==> src/rtl/core/ppm_pkg.sv <==
// ----------------------------------------------------------------------------
// ppm_pkg
// Shared types and constants of the P6 stream parser: result kinds, error
// codes, header character codes and the operation passed from parser to
// result emitter.
// ----------------------------------------------------------------------------
package ppm_pkg;

  localparam int DIM_BITS_DEF    = 16;
  localparam int QUEUE_DEPTH_DEF = 4;

  localparam logic [7:0] CH_P     = 8'h50;
  localparam logic [7:0] CH_SIX   = 8'h36;
  localparam logic [7:0] CH_HASH  = 8'h23;
  localparam logic [7:0] CH_SPACE = 8'h20;
  localparam logic [7:0] CH_ZERO  = 8'h30;
  localparam logic [7:0] CH_NINE  = 8'h39;
  localparam logic [7:0] CH_LF    = 8'h0A;
  localparam logic [7:0] CH_CR    = 8'h0D;

  localparam int MAXVAL_REQ = 255;

  typedef enum logic [1:0] {
    KIND_HEADER = 2'd0,
    KIND_PIXEL  = 2'd1,
    KIND_ERROR  = 2'd2
  } kind_t;

  typedef enum logic [2:0] {
    ERR_NONE       = 3'd0,
    ERR_BAD_MAGIC  = 3'd1,
    ERR_TRUNCATED  = 3'd2,
    ERR_BAD_WIDTH  = 3'd3,
    ERR_BAD_HEIGHT = 3'd4,
    ERR_BAD_MAXVAL = 3'd5,
    ERR_SHORT_DATA = 3'd6
  } err_t;

  typedef struct packed {
    logic        has_header;
    logic        has_pixel;
    logic        has_error;
    err_t        err;
    logic [15:0] width;
    logic [15:0] height;
    logic [7:0]  pixel;
    logic        last;
  } ppm_op_t;

endpackage

==> src/rtl/core/ppm_intf.sv <==
// ----------------------------------------------------------------------------
// ppm_intf
// Valid/ready channels of the P6 stream parser: the file byte stream and
// the result stream.
// ----------------------------------------------------------------------------
interface ppm_in_if;
  logic       valid;
  logic       ready;
  logic [7:0] in_byte;
  logic       end_of_stream;

  modport source (output valid, output in_byte, output end_of_stream, input ready);
  modport sink   (input valid, input in_byte, input end_of_stream, output ready);
endinterface

interface ppm_out_if;
  logic        valid;
  logic        ready;
  logic [1:0]  kind;
  logic [15:0] frame_width;
  logic [15:0] frame_height;
  logic [7:0]  pixel_byte;
  logic [2:0]  error_code;
  logic        last_pixel;

  modport source (output valid, output kind, output frame_width, output frame_height,
                  output pixel_byte, output error_code, output last_pixel, input ready);
  modport sink   (input valid, input kind, input frame_width, input frame_height,
                  input pixel_byte, input error_code, input last_pixel, output ready);
endinterface

==> src/rtl/core/ppm_front.sv <==
// ----------------------------------------------------------------------------
// ppm_front
// Header parser: takes one file byte per cycle while the queue has room,
// tracks the parse phase, the decimal fields and the pixel byte count,
// and issues one operation per item that causes results.
// ----------------------------------------------------------------------------
module ppm_front
  import ppm_pkg::*;
#(
  parameter int DIM_BITS = DIM_BITS_DEF
) (
  input  logic       clk,
  input  logic       rst,
  ppm_in_if.sink     file_bytes,
  output logic       op_valid,
  input  logic       op_ready,
  output ppm_op_t    op
);

  localparam int MAC_W = DIM_BITS + 4;
  localparam int CNT_W = 2 * DIM_BITS + 2;
  localparam int PRD_W = 2 * DIM_BITS;
  localparam logic [DIM_BITS-1:0] DIM_MAX = '1;
  localparam logic [1:0] FLD_WIDTH  = 2'd0;
  localparam logic [1:0] FLD_HEIGHT = 2'd1;

  typedef enum logic [3:0] {
    PH_MAGIC1,
    PH_MAGIC2,
    PH_SKIP,
    PH_COMMENT,
    PH_NUMBER,
    PH_AFTER_MAX,
    PH_AFTER_CR,
    PH_DATA,
    PH_DONE,
    PH_ERROR
  } phase_t;

  phase_t              phase, phase_next;
  logic [1:0]          field, field_next;
  logic [DIM_BITS-1:0] acc, acc_next;
  logic [DIM_BITS-1:0] width_store, width_next;
  logic [DIM_BITS-1:0] height_store, height_next;
  logic [CNT_W-1:0]    remaining, remain_next;
  logic [PRD_W-1:0]    product;
  logic [CNT_W-1:0]    total;

  logic [7:0]          b;
  logic                take;
  logic                is_digit, is_hash, is_ws, is_other;
  logic [3:0]          digit;
  logic [MAC_W-1:0]    acc_mac;
  logic [DIM_BITS-1:0] acc_sat;
  logic                is_fw, is_fh, is_fmax, check;
  logic [DIM_BITS-1:0] v0, w_fin, h_fin, m_fin;
  logic                hdr_emit, pix_emit, err_emit, to_after_max;
  err_t                err_code;
  logic [CNT_W-1:0]    base, dec;

  assign b        = file_bytes.in_byte;
  assign take     = file_bytes.valid && file_bytes.ready;
  assign file_bytes.ready = op_ready;

  assign is_digit = (b >= CH_ZERO) && (b <= CH_NINE);
  assign is_hash  = (b == CH_HASH);
  assign is_ws    = (b <= CH_SPACE);
  assign is_other = !is_digit && !is_hash && !is_ws;
  assign digit    = 4'(b - CH_ZERO);

  assign acc_mac = (MAC_W'(acc) << 3) + (MAC_W'(acc) << 1) + MAC_W'(digit);
  assign acc_sat = (acc_mac > MAC_W'(DIM_MAX)) ? DIM_MAX : acc_mac[DIM_BITS-1:0];

  assign is_fw   = (field == FLD_WIDTH);
  assign is_fh   = (field == FLD_HEIGHT);
  assign is_fmax = !is_fw && !is_fh;
  assign check   = is_fmax || is_other;
  assign v0      = (phase == PH_NUMBER) ? acc : '0;
  assign w_fin   = is_fw ? v0 : width_store;
  assign h_fin   = is_fh ? v0 : (is_fw ? '0 : height_store);
  assign m_fin   = is_fmax ? v0 : '0;

  always_comb begin
    phase_next   = phase;
    field_next   = field;
    acc_next     = acc;
    width_next   = width_store;
    height_next  = height_store;
    remain_next  = remaining;
    hdr_emit     = 1'b0;
    pix_emit     = 1'b0;
    err_emit     = 1'b0;
    to_after_max = 1'b0;
    err_code     = ERR_NONE;

    if (take && file_bytes.end_of_stream) begin
      unique case (phase) inside
        PH_MAGIC1, PH_MAGIC2: begin
          err_emit = 1'b1;
          err_code = ERR_BAD_MAGIC;
        end
        PH_SKIP, PH_COMMENT, PH_NUMBER: begin
          err_emit = 1'b1;
          err_code = ERR_TRUNCATED;
        end
        PH_AFTER_MAX, PH_AFTER_CR, PH_DATA: begin
          err_emit = 1'b1;
          err_code = ERR_SHORT_DATA;
        end
        default: ;
      endcase
      phase_next  = PH_MAGIC1;
      field_next  = FLD_WIDTH;
      acc_next    = '0;
      width_next  = '0;
      height_next = '0;
      remain_next = '0;
    end else if (take) begin
      unique case (phase) inside
        PH_MAGIC1: begin
          if (b == CH_P) begin
            phase_next = PH_MAGIC2;
          end else begin
            err_emit   = 1'b1;
            err_code   = ERR_BAD_MAGIC;
            phase_next = PH_ERROR;
          end
        end
        PH_MAGIC2: begin
          if (b == CH_SIX) begin
            phase_next = PH_SKIP;
            field_next = FLD_WIDTH;
          end else begin
            err_emit   = 1'b1;
            err_code   = ERR_BAD_MAGIC;
            phase_next = PH_ERROR;
          end
        end
        PH_COMMENT: begin
          if (b == CH_LF) phase_next = PH_SKIP;
        end
        PH_SKIP, PH_NUMBER: begin
          if (phase == PH_NUMBER && is_digit) begin
            acc_next = acc_sat;
          end else if (is_digit) begin
            phase_next = PH_NUMBER;
            acc_next   = DIM_BITS'(digit);
          end else if (phase == PH_SKIP && is_hash) begin
            phase_next = PH_COMMENT;
          end else if (phase == PH_SKIP && is_ws) begin
            phase_next = PH_SKIP;
          end else begin
            // close the current field; a stray byte closes all remaining ones
            if (is_fw) width_next = v0;
            if (is_fh || (is_fw && check)) height_next = h_fin;
            if (!check) begin
              field_next = field + 2'd1;
              phase_next = is_hash ? PH_COMMENT : PH_SKIP;
            end else if (w_fin == '0) begin
              err_emit   = 1'b1;
              err_code   = ERR_BAD_WIDTH;
              phase_next = PH_ERROR;
            end else if (h_fin == '0) begin
              err_emit   = 1'b1;
              err_code   = ERR_BAD_HEIGHT;
              phase_next = PH_ERROR;
            end else if (m_fin != DIM_BITS'(MAXVAL_REQ)) begin
              err_emit   = 1'b1;
              err_code   = ERR_BAD_MAXVAL;
              phase_next = PH_ERROR;
            end else begin
              to_after_max = 1'b1;
            end
          end
        end
        PH_AFTER_MAX: to_after_max = 1'b1;
        PH_AFTER_CR: begin
          phase_next = PH_DATA;
          if (b != CH_LF) pix_emit = 1'b1;
        end
        PH_DATA: pix_emit = 1'b1;
        default: ;
      endcase

      if (to_after_max) begin
        hdr_emit = 1'b1;
        if (b == CH_LF) begin
          phase_next = PH_DATA;
        end else if (b == CH_CR) begin
          phase_next = PH_AFTER_CR;
        end else begin
          phase_next = PH_DATA;
          pix_emit   = 1'b1;
        end
      end
    end

    base = hdr_emit ? total : remaining;
    dec  = base - CNT_W'(1);
    if (pix_emit) begin
      remain_next = dec;
      if (dec == '0) phase_next = PH_DONE;
    end else if (hdr_emit) begin
      remain_next = total;
    end
  end

  always_comb begin
    op.has_header = hdr_emit;
    op.has_pixel  = pix_emit;
    op.has_error  = err_emit;
    op.err        = err_code;
    op.width      = 16'(width_store);
    op.height     = 16'(height_store);
    op.pixel      = b;
    op.last       = pix_emit && (dec == '0);
  end

  assign op_valid = hdr_emit || pix_emit || err_emit;

  always_ff @(posedge clk) begin
    if (rst) begin
      phase        <= PH_MAGIC1;
      field        <= FLD_WIDTH;
      acc          <= '0;
      width_store  <= '0;
      height_store <= '0;
      remaining    <= '0;
    end else begin
      phase        <= phase_next;
      field        <= field_next;
      acc          <= acc_next;
      width_store  <= width_next;
      height_store <= height_next;
      remaining    <= remain_next;
    end
  end

  // byte count of the image, settled well before the maximum value closes
  always_ff @(posedge clk) begin
    product <= PRD_W'(width_store) * PRD_W'(height_store);
    total   <= CNT_W'(product) + (CNT_W'(product) << 1);
  end

endmodule

==> src/rtl/core/ppm_queue.sv <==
// ----------------------------------------------------------------------------
// ppm_queue
// Short register queue of parser operations between the parser and the
// result emitter.
// ----------------------------------------------------------------------------
module ppm_queue
  import ppm_pkg::*;
#(
  parameter int DEPTH = QUEUE_DEPTH_DEF
) (
  input  logic    clk,
  input  logic    rst,
  input  logic    push_valid,
  output logic    push_ready,
  input  ppm_op_t push_op,
  output logic    pop_valid,
  input  logic    pop_ready,
  output ppm_op_t pop_op
);

  localparam int PTR_W = (DEPTH > 1) ? $clog2(DEPTH) : 1;
  localparam int CNT_W = $clog2(DEPTH + 1);

  ppm_op_t          entries [DEPTH];
  logic [PTR_W-1:0] wr_ptr, rd_ptr;
  logic [CNT_W-1:0] count;
  logic             do_push, do_pop;

  assign push_ready = (count != CNT_W'(DEPTH));
  assign pop_valid  = (count != '0);
  assign pop_op     = entries[rd_ptr];
  assign do_push    = push_valid && push_ready;
  assign do_pop     = pop_valid && pop_ready;

  always_ff @(posedge clk) begin
    if (rst) begin
      wr_ptr <= '0;
      rd_ptr <= '0;
      count  <= '0;
    end else begin
      if (do_push) begin
        wr_ptr <= (wr_ptr == PTR_W'(DEPTH - 1)) ? '0 : wr_ptr + PTR_W'(1);
      end
      if (do_pop) begin
        rd_ptr <= (rd_ptr == PTR_W'(DEPTH - 1)) ? '0 : rd_ptr + PTR_W'(1);
      end
      if (do_push && !do_pop) begin
        count <= count + CNT_W'(1);
      end else if (do_pop && !do_push) begin
        count <= count - CNT_W'(1);
      end
    end
  end

  always_ff @(posedge clk) begin
    if (do_push) entries[wr_ptr] <= push_op;
  end

endmodule

==> src/rtl/core/ppm_emit.sv <==
// ----------------------------------------------------------------------------
// ppm_emit
// Result emitter: turns each queued operation into one or two result items
// (header before its first pixel byte) and holds them in an output register.
// ----------------------------------------------------------------------------
module ppm_emit
  import ppm_pkg::*;
(
  input  logic      clk,
  input  logic      rst,
  input  logic      op_valid,
  output logic      op_ready,
  input  ppm_op_t   op,
  ppm_out_if.source results
);

  logic        out_valid;
  logic        hdr_sent;
  logic        load;
  logic        show_hdr;
  logic        split;
  kind_t       kind_d, kind_q;
  logic [15:0] width_d, width_q;
  logic [15:0] height_d, height_q;
  logic [7:0]  pixel_d, pixel_q;
  err_t        err_d, err_q;
  logic        last_d, last_q;

  assign load     = !out_valid || results.ready;
  assign show_hdr = op.has_header && !hdr_sent;
  assign split    = show_hdr && op.has_pixel;
  assign op_ready = load && !split;

  always_comb begin
    kind_d   = op.has_error ? KIND_ERROR : (show_hdr ? KIND_HEADER : KIND_PIXEL);
    width_d  = (show_hdr && !op.has_error) ? op.width : '0;
    height_d = (show_hdr && !op.has_error) ? op.height : '0;
    pixel_d  = (!show_hdr && !op.has_error) ? op.pixel : '0;
    last_d   = (!show_hdr && !op.has_error) ? op.last : 1'b0;
    err_d    = op.has_error ? op.err : ERR_NONE;
  end

  always_ff @(posedge clk) begin
    if (rst) begin
      out_valid <= 1'b0;
      hdr_sent  <= 1'b0;
    end else if (load) begin
      out_valid <= op_valid;
      if (op_valid) hdr_sent <= split;
    end
  end

  always_ff @(posedge clk) begin
    if (load && op_valid) begin
      kind_q   <= kind_d;
      width_q  <= width_d;
      height_q <= height_d;
      pixel_q  <= pixel_d;
      err_q    <= err_d;
      last_q   <= last_d;
    end
  end

  assign results.valid        = out_valid;
  assign results.kind         = kind_q;
  assign results.frame_width  = width_q;
  assign results.frame_height = height_q;
  assign results.pixel_byte   = pixel_q;
  assign results.error_code   = err_q;
  assign results.last_pixel   = last_q;

endmodule

==> src/rtl/core/ppm_p6_stream_parser.sv <==
// ----------------------------------------------------------------------------
// ppm_p6_stream_parser
// Binary PPM (P6) parser: checks the magic, reads width, height and maximum
// value, then passes the pixel bytes on, with error results and an
// end-of-stream item that rearms it.
//
//   channel     role    item
//   file_bytes  sink    in_byte, end_of_stream
//   results     source  kind, frame_width, frame_height, pixel_byte,
//                       error_code, last_pixel
//
// One byte is taken per cycle while the queue is not full; the parse state
// is registered as it is taken. A byte that gives both the header and the
// first pixel byte yields two results; QUEUE_DEPTH queue entries absorb it.
// file_bytes.ready falls only while that queue is full.
// rst clears the parse state, the queue and the output register at once.
// ----------------------------------------------------------------------------
module ppm_p6_stream_parser
  import ppm_pkg::*;
#(
  parameter int DIM_BITS    = DIM_BITS_DEF,
  parameter int QUEUE_DEPTH = QUEUE_DEPTH_DEF
) (
  input  logic      clk,
  input  logic      rst,
  ppm_in_if.sink    file_bytes,
  ppm_out_if.source results
);

  logic    push_valid, push_ready;
  ppm_op_t push_op;
  logic    pop_valid, pop_ready;
  ppm_op_t pop_op;

  ppm_front #(
    .DIM_BITS (DIM_BITS)
  ) u_front (
    .clk        (clk),
    .rst        (rst),
    .file_bytes (file_bytes),
    .op_valid   (push_valid),
    .op_ready   (push_ready),
    .op         (push_op)
  );

  ppm_queue #(
    .DEPTH (QUEUE_DEPTH)
  ) u_queue (
    .clk        (clk),
    .rst        (rst),
    .push_valid (push_valid),
    .push_ready (push_ready),
    .push_op    (push_op),
    .pop_valid  (pop_valid),
    .pop_ready  (pop_ready),
    .pop_op     (pop_op)
  );

  ppm_emit u_emit (
    .clk      (clk),
    .rst      (rst),
    .op_valid (pop_valid),
    .op_ready (pop_ready),
    .op       (pop_op),
    .results  (results)
  );

endmodule
==> src/flat_wrapper.sv <==
// flat-port wrapper written by rule: the top's interface ports become plain ports
module ppm_p6_stream_parser_flat import ppm_pkg::*;
#(
  parameter int DIM_BITS    = DIM_BITS_DEF,
  parameter int QUEUE_DEPTH = QUEUE_DEPTH_DEF
)
  (clk, rst, file_bytes_valid, file_bytes_in_byte, file_bytes_end_of_stream, file_bytes_ready, results_valid, results_kind, results_frame_width, results_frame_height, results_pixel_byte, results_error_code, results_last_pixel, results_ready);
  ppm_in_if file_bytes_i ();
  ppm_out_if results_i ();
  input  logic clk;
  input  logic rst;
  input wire logic [$bits(file_bytes_i.valid)-1:0] file_bytes_valid;
  input wire logic [$bits(file_bytes_i.in_byte)-1:0] file_bytes_in_byte;
  input wire logic [$bits(file_bytes_i.end_of_stream)-1:0] file_bytes_end_of_stream;
  output wire logic [$bits(file_bytes_i.ready)-1:0] file_bytes_ready;
  output wire logic [$bits(results_i.valid)-1:0] results_valid;
  output wire logic [$bits(results_i.kind)-1:0] results_kind;
  output wire logic [$bits(results_i.frame_width)-1:0] results_frame_width;
  output wire logic [$bits(results_i.frame_height)-1:0] results_frame_height;
  output wire logic [$bits(results_i.pixel_byte)-1:0] results_pixel_byte;
  output wire logic [$bits(results_i.error_code)-1:0] results_error_code;
  output wire logic [$bits(results_i.last_pixel)-1:0] results_last_pixel;
  input wire logic [$bits(results_i.ready)-1:0] results_ready;
  assign file_bytes_i.valid = file_bytes_valid;
  assign file_bytes_i.in_byte = file_bytes_in_byte;
  assign file_bytes_i.end_of_stream = file_bytes_end_of_stream;
  assign file_bytes_ready = file_bytes_i.ready;
  assign results_valid = results_i.valid;
  assign results_kind = results_i.kind;
  assign results_frame_width = results_i.frame_width;
  assign results_frame_height = results_i.frame_height;
  assign results_pixel_byte = results_i.pixel_byte;
  assign results_error_code = results_i.error_code;
  assign results_last_pixel = results_i.last_pixel;
  assign results_i.ready = results_ready;
  ppm_p6_stream_parser #(.DIM_BITS(DIM_BITS), .QUEUE_DEPTH(QUEUE_DEPTH)) u_core (.clk(clk), .rst(rst), .file_bytes(file_bytes_i), .results(results_i));
endmodule
==> config.mk <==
export PLATFORM = sky130hd
export DESIGN_NAME = ppm_p6_stream_parser_flat
export DESIGN_NICKNAME = d
export VERILOG_FILES = /design/src/rtl/core/ppm_pkg.sv /design/src/rtl/core/ppm_intf.sv /design/src/rtl/core/ppm_front.sv /design/src/rtl/core/ppm_queue.sv /design/src/rtl/core/ppm_emit.sv /design/src/rtl/core/ppm_p6_stream_parser.sv /design/src/flat_wrapper.sv
export SDC_FILE = /design/constraint.sdc
export NUM_CORES = 1
export LEC_CHECK = 0
export ABC_AREA = 0
export BUFFER_PORTS_ARGS = -buffer_cell sky130_fd_sc_hd__buf_2
export CAP_MARGIN = 20
export CORE_MARGIN = 5
export CORE_UTILIZATION = 66
export CTS_BUF_LIST = sky130_fd_sc_hd__clkbuf_8
export DETAILED_ROUTE_END_ITERATION = 6
export PLACE_DENSITY = 0.83
export SLEW_MARGIN = 20
export SYNTH_ARGS = -nofsm -noshare
export SYNTH_HDL_FRONTEND = slang
export SYNTH_SLANG_ARGS = --single-unit
==> constraint.sdc <==
create_clock -name clk -period 9.1 [get_ports clk]
set_clock_uncertainty 0.1 [all_clocks]
set_input_delay 0.455 -clock clk [delete_from_list [all_inputs] [get_ports clk]]
set_output_delay 0.455 -clock clk [all_outputs]
set_load 0.005 [all_outputs]
==> flow_summary.json, run 1 <==
{
  "critPathLaunch": "u_core.u_front.width_store[12]$_SDFFE_PP0P_",
  "avgSynthCellArea_um2": 10.4,
  "cts_sinks": 399,
  "yosysSeqAreaShare_pct": 37.3,
  "utilization_pct": 71.2,
  "cts_resized": 0,
  "finalMaxSlewViolations": 0,
  "drt_wl_total_um": 73100,
  "reg2reg_slack_ns": 2.00,
  "wl_per_cell_um": 22.2,
  "power.density_nw_per_um2": 153,
  "ys_ff_latch": 399,
  "clock_latency_ns": 0.63,
  "vias": 20964,
  "synth_edf_count": 234,
  "synth_compound_area_share_pct": 10.2,
  "die_x_um": 215,
  "synth-adder-area-share_pct": 22.4,
  "vias_per_cell": 6.38,
  "start_util_pct": 66.4,
  "start_kind": "register",
  "reg2reg_depth": 22,
  "dr.first_iter.drc_count": 2352,
  "ios": 61,
  "use_met1_pct": 43.3,
  "tritoncts": "yes",
  "core_region_area_um2": 41800,
  "max_freq_ghz": 0.141,
  "ys_types": 107,
  "syn_nets": 3055,
  "drc_errors": 0,
  "min-delay-path-class": "input port to register",
  "worstPathRequired_ns": 9.55,
  "grt_pass1_wl_um": 118000,
  "antenna_found_initial": 0,
  "worstSetupPathType": "register to register",
  "finish.net_count": 3087,
  "ir_drop_uv": 192,
  "rsz0062_at_grt": "no",
  "tightestPinTransition_ns": 1.13,
  "crit_path_end": "u_core.u_front.product[30]$_DFF_P_",
  "num_rows": 75,
  "dpl.hpwl_um": 51800,
  "gp_congestion": 0.939,
  "postCtsHoldBufs": 2,
  "grt_max_degree": 52,
  "syn2layout_area_growth_pct": 7.18,
  "clkTransAtPathRegs_ns": 0.06,
  "ant_nets": 0,
  "grtUsageTotal_pct": 31.7,
  "cp_max_fo": 22,
  "drive_above_1_share_pct": 10.9,
  "max_slew_margin_pct": 24.7,
  "use_met2_pct": 50.0,
  "r2r_start": "u_core.u_front.width_store[12]$_SDFFE_PP0P_",
  "chipHeight_um": 215,
  "tns_ns": 0,
  "synthMuxAreaShare_pct": 4.53,
  "synth-simple-area-share_pct": 16.6,
  "grt_pass1_vias": 21625,
  "outcome": "finished, final reports clean",
  "clockRootBuffer": "clkbuf_8",
  "met3_usage_pct": 7.37,
  "cp-end-kind": "register",
  "clock_path_buffers": 3,
  "cts_max_level": 3,
  "fin_crit_sh_pct": 78.0,
  "syn-cell-area_um2": 27700,
  "dieArea_um2": 46200,
  "rr_endpoint": "u_core.u_front.product[30]$_DFF_P_",
  "drt-pass1-iter-count": 6,
  "hold_viol": 0,
  "yosys_warnings": 0,
  "overflow": 0,
  "synthFlopType": "edfxtp_1",
  "p_leak_nw": 12.6,
  "antenna_cells": 0,
  "synth_top_family_by_area": "adder cells",
  "postCtsSetupRepairBufs": 0,
  "cp.arrival_ns": 7.55,
  "cts-buffers-inserted": 66,
  "min_period_ns": 7.10,
  "async_flop_share_pct": 0,
  "synthXorXnorAreaFrac_pct": 3.44,
  "power_mw": 4.55,
  "grt-busiest-layer": "met2",
  "synth_cells": 2665,
  "setup_viol": 0,
  "placement.io_buffers": 60,
  "n_fill_cell": 2903,
  "drv_cap": 0
}
[registers in the layout, indices dropped and copies added, names as in the netlist, 4 cells and up, named ones only]
| name | flops |
|---|---|
| u_core.u_front.total | 34 |
| u_core.u_queue.entries | 188 |
| u_core.u_emit.results.frame_height | 16 |
| u_core.u_front.height_store | 16 |
| u_core.u_emit.results.pixel_byte | 8 |
| u_core.u_front.width_store | 16 |
| u_core.u_front.product | 32 |
| u_core.u_front.acc | 16 |
| u_core.u_front.phase | 4 |
| u_core.u_emit.results.frame_width | 16 |
| u_core.u_front.remaining | 34 |
[Yosys cell counts, types with 10 or more instances]
library cell | n | share of area [%]
a211oi_1 | 20 | 0.54
a21o_1 | 28 | 0.76
a21oi_1 | 132 | 2.4
a22oi_1 | 12 | 0.32
a31oi_1 | 16 | 0.36
and2_1 | 112 | 2.5
and3_1 | 16 | 0.36
clkbuf_1 | 103 | 1.4
dfxtp_1 | 165 | 12
edfxtp_1 | 234 | 25
fa_1 | 198 | 14
ha_1 | 179 | 8.1
inv_1 | 255 | 3.5
mux2i_1 | 14 | 0.51
mux4_2 | 47 | 3.8
nand2_1 | 311 | 4.2
nand2b_1 | 10 | 0.23
nand3_1 | 68 | 1.2
nand4_1 | 17 | 0.38
nor2_1 | 134 | 1.8
nor2b_1 | 56 | 1.3
nor3_1 | 49 | 0.88
nor4_1 | 37 | 0.83
o211ai_1 | 11 | 0.30
o21a_1 | 19 | 0.51
o21ai_0 | 72 | 1.3
o21bai_1 | 10 | 0.27
or2_2 | 10 | 0.23
or3_1 | 17 | 0.38
xnor2_1 | 68 | 2.1
xor2_1 | 41 | 1.3
[metrics by stage]
stage                     setup slack, ns  hold slack, ns  area (µm²)  cells
after floorplan                      2.63           0.237       27700   2665
after global routing                 1.70          0.0448       29700   3286
after detailed placement             2.16           0.260       28400   3166
final                                2.00          0.0475       29700   3286
after CTS                            2.09         0.00953       29700   3286
after global placement               2.26           0.245       28400   3166
[routing by layer]
layer | up-vias | share of wire, %
met1 | 10270 | 40
met2 | 1112 | 46
li1 | 9342 | -
met4 | 0 | 4.1
met3 | 240 | 9.6
met5 | - | 0
[cells by family (layout without fill, tap and decap cells)]
logic type | count (synthesis) | count (layout)
AND/OR/NAND/NOR | 906 | 906
AO/OA/AOI/OAI | 424 | 424
multiplexers | 66 | 66
adder cells (fa/ha/maj) | 377 | 377
flip-flops | 399 | 399
buffers and inverters | 384 | 466
XOR/XNOR | 109 | 109
[cell usage in the layout (no fill, tap or decap), types with 17 or more instances in the layout]
cell type  count
nand2_1      311
inv_1        273
edfxtp_1     234
fa_1         198
ha_1         179
dfxtp_1      163
nor2_1       132
a21oi_1      131
and2_1       108
clkbuf_8      74
o21ai_0       71
xnor2_1       68
nand3_1       68
buf_2         60
nor2b_1       56
nor3_1        48
mux4_2        47
xor2_1        41
nor4_1        37
buf_4         30
a21o_1        28
a211oi_1      20
o21a_1        19
nand4_1       17
or3_1         17
[area by class of cell]
cell class | instances | area [µm²] | area share (%)
flip-flops and latches | 399 | 10300 | 34.8
multi-input cells | 1882 | 15900 | 53.5
clock buffers | 74 | 1020 | 3.43
repair buffers | 92 | 546 | 1.84
inverters | 256 | 961 | 3.23
clock inverters | 44 | 292 | 0.981
well taps | 539 | 674 | 2.27
[worst min path at each step]
stage / from / endpoint / depth (start not counted)
after floorplan: u_core.u_front.product[0]$_DFF_P_ / u_core.u_front.total[0]$_DFF_P_ / 0
after global placement: u_core.u_front.product[0]$_DFF_P_ / u_core.u_front.total[0]$_DFF_P_ / 0
after detailed placement: u_core.u_front.product[0]$_DFF_P_ / u_core.u_front.total[0]$_DFF_P_ / 0
final: results_ready / u_core.u_emit.results.valid$_SDFFE_PP0N_ / 4
after global routing: file_bytes_in_byte[5] / u_core.u_queue.entries[3][6]$_DFFE_PP_ / 1
after CTS: file_bytes_in_byte[5] / u_core.u_queue.entries[3][6]$_DFFE_PP_ / 1
[where the power goes]
| group | switching, mW | internal [mW] |
|---|---|---|
| Clock | 0.757 | 0.817 |
| Combinational | 0.425 | 0.314 |
| Sequential | 0.0735 | 2.16 |
| Total | 1.26 | 3.29 |
[worst max-delay path, cell delays in order, from the launching register on]
cell and delay (ns):
dfxtp_1 1.07, nand2_1 0.17, fa_1 0.54, inv_1 0.05, fa_1 0.48, inv_1 0.05
fa_1 0.50, inv_1 0.05, fa_1 0.48, inv_1 0.06, fa_1 0.53, inv_1 0.05
fa_1 0.48, ha_1 0.25, or4_1 0.57, a21oi_1 0.14, o31ai_1 0.13, a311o_1 0.43
a31oi_1 0.22, a21oi_1 0.12, a21o_1 0.20, a21oi_1 0.19, xnor2_1 0.14
Note: power is estimated with default switching activity, not from simulation.
==> run 2, diff against run 1 <==
--- a/config.mk
+++ b/config.mk
@@ -9,10 +9,10 @@
 export BUFFER_PORTS_ARGS = -buffer_cell sky130_fd_sc_hd__buf_2
 export CAP_MARGIN = 20
 export CORE_MARGIN = 5
-export CORE_UTILIZATION = 66
+export CORE_UTILIZATION = 60
 export CTS_BUF_LIST = sky130_fd_sc_hd__clkbuf_8
 export DETAILED_ROUTE_END_ITERATION = 6
-export PLACE_DENSITY = 0.83
+export PLACE_DENSITY = 0.8
 export SLEW_MARGIN = 20
 export SYNTH_ARGS = -nofsm -noshare
 export SYNTH_HDL_FRONTEND = slang
==> constraint.sdc (replaced) <==
create_clock -name clk -period 6.25 [get_ports clk]
set_clock_uncertainty 0.1 [all_clocks]
set_input_delay 0.3125 -clock clk [delete_from_list [all_inputs] [get_ports clk]]
set_output_delay 0.3125 -clock clk [all_outputs]
set_load 0.005 [all_outputs]
==> flow_summary.json, run 2 (same netlist as run 1, synthesis figures left out) <==
{
  "slowest_stage": "fa_1",
  "crit_chain": "buf_4 > nand2_2 > fa_1 > inv_1 > fa_1 > inv_1 > fa_1 > inv_1 > fa_1 > inv_1 > fa_1 > inv_1 > fa_2 > ha_2 > or4_4 > a21oi_4 > o31ai_4 > a311o_1 > a31oi_2 > a21oi_2 > a21o_1 > a21oi_2 > xnor2_1",
  "cp.arrival_ns": 6.74,
  "clockRootBuffer": "clkbuf_8",
  "min-delay-path-class": "input port to register",
  "grt_pass1_vias": 21362,
  "overflow": 0,
  "hold-worst-slack_ns": 0.0932,
  "drt_wl_total_um": 74700,
  "outcome": "finished, violations left",
  "ir_drop_uv": 271,
  "clock_latency_ns": 0.64,
  "regMostFlops": "u_core.u_queue.entries",
  "tightestPinTransition_ns": 1.17,
  "drt-pass1-iter-count": 7,
  "gp_congestion": 0.967,
  "cts_max_level": 3,
  "wl_per_cell_um": 21.6,
  "grt_max_degree": 60,
  "max_slew_margin_pct": 21.7,
  "ant_nets": 0,
  "cts_sinks": 399,
  "max_freq_ghz": 0.159,
  "mostFrequentLayoutCells": "nand2_1, inv_1, edfxtp_1",
  "placement.io_buffers": 60,
  "dr.first_iter.drc_count": 2234,
  "cp-end-kind": "register",
  "drc_errors": 1,
  "drv_cap": 0,
  "dpl.hpwl_um": 53000,
  "min_period_ns": 6.28,
  "worstSetupPathType": "register to register",
  "top_regs": "u_core.u_queue.entries (188), u_core.u_front.remaining (34), u_core.u_front.total (34)",
  "worstPathRequired_ns": 6.71,
  "finish.net_count": 3201,
  "power_mw": 6.72,
  "grtUsageTotal_pct": 28.2,
  "start_kind": "register",
  "start_util_pct": 60.8,
  "cts-buffers-inserted": 67,
  "hold_viol": 0,
  "grt_pass1_wl_um": 114000,
  "setup_viol": 1,
  "core_region_area_um2": 45600,
  "vias": 21493,
  "drive_above_1_share_pct": 16.5,
  "fin_crit_sh_pct": 100,
  "num_rows": 78,
  "die_x_um": 225,
  "n_fill_cell": 3152,
  "syn2layout_area_growth_pct": 12.3,
  "largest_reg_flops": 188,
  "final_common_cell": "nand2_1",
  "chipHeight_um": 225,
  "failed_checks": "DRC, setup timing",
  "vias_per_cell": 6.20,
  "dieArea_um2": 50600,
  "setup_slack_ns": -0.0284,
  "clock_path_buffers": 3,
  "slowest_delay_ns": 0.54,
  "tritoncts": "yes",
  "p_leak_nw": 13.3,
  "rsz0062_at_grt": "yes",
  "cp_max_fo": 4,
  "power.density_nw_per_um2": 216,
  "antenna_found_initial": 2,
  "clkTransAtPathRegs_ns": 0.06,
  "ios": 61,
  "finalMaxSlewViolations": 0
}
-- run 2: cell count changes in the layout (fill, tap and decap cells not counted), sizes merged --
cell,before,now
inv,277,279
buf,90,196
bufinv,2,4
diode,0,1
clkinvlp,4,3
dlygate4sd3,2,9
clkinv,17,18
-- run 2: where the power goes --
group | leakage, nW | internal, mW | switching (mW)
logic | 9.08 | 0.465 | 0.610
registers | 3.50 | 3.14 | 0.109
clock network | 0.766 | 1.28 | 1.13
-- run 2: metrics by stage --
| step | instance area [µm²] | util [%] | std cells | setup WS (ns) | setup TNS [ns] |
|---|---|---|---|---|---|
| floorplan | 27800 | - | 2665 | 0.00195 | 0 |
| global placement | 29100 | 63.9 | 3306 | -0.00854 | -0.00854 |
| detailed placement | 29100 | 63.9 | 3306 | -0.0887 | -0.138 |
| CTS | 30600 | 67.2 | 3439 | 0.00420 | 0 |
| global route | 31100 | 68.3 | 3465 | -0.251 | -1.04 |
| finish | 31100 | 68.3 | 3465 | -0.0284 | -0.0284 |
-- run 2: final timing paths --
| check | depth (start not counted) | startpoint | endpoint | slack [ns] |
|---|---|---|---|---|
| setup reg to reg | 23 | u_core.u_front.height_store[6]$_SDFFE_PP0P_ | u_core.u_front.product[30]$_DFF_P_ | -0.03 |
| setup / recovery | 23 | u_core.u_front.height_store[6]$_SDFFE_PP0P_ | u_core.u_front.product[30]$_DFF_P_ | -0.03 |
| hold reg to reg | 0 | u_core.u_front.product[0]$_DFF_P_ | u_core.u_front.total[0]$_DFF_P_ | 0.33 |
| hold / removal | 4 | file_bytes_end_of_stream | u_core.u_front.phase[2]$_SDFF_PP0_ | 0.09 |
-- run 2: layout make-up --
type	instances	area, µm²	share of cell area (%)
antenna	1	2.50	0.00803
clock buffer	74	1020	3.27
clock inverter	48	349	1.12
inverter	256	961	3.08
multi-input combinational	1882	16100	51.6
sequential	399	10400	33.4
tap	600	751	2.41
timing repair buffer	205	1580	5.09
-- run 2: repair_timing --
action / CTS / global route
pin swaps: 4 / 37
hold buffers: 9 / 0
endpoints found under the setup margin: 7 / 15
gates resized for setup: 13 / 104
buffers inserted: 2 / 25
hold endpoints to repair: 33 / 0
-- run 2: worst max-delay path: cells and delay by family (launching register included) --
family          cells  cell delay [ns]
simple gates        2             0.51
fa+ha+maj           7             3.30
flops               1             0.39
compound gates      7             1.31
xor+xnor            1             0.12
buf+inv             6             0.45
-- run 2: per-layer routing --
metal | global-route usage (%) | up-vias | share of wire, %
met2 | 46.3 | 1157 | 49
met5 | 0 | - | 0
met4 | 9.53 | 0 | 3.3
met1 | 38.2 | 10552 | 39
li1 | - | 9563 | -
met3 | 5.21 | 221 | 8.6
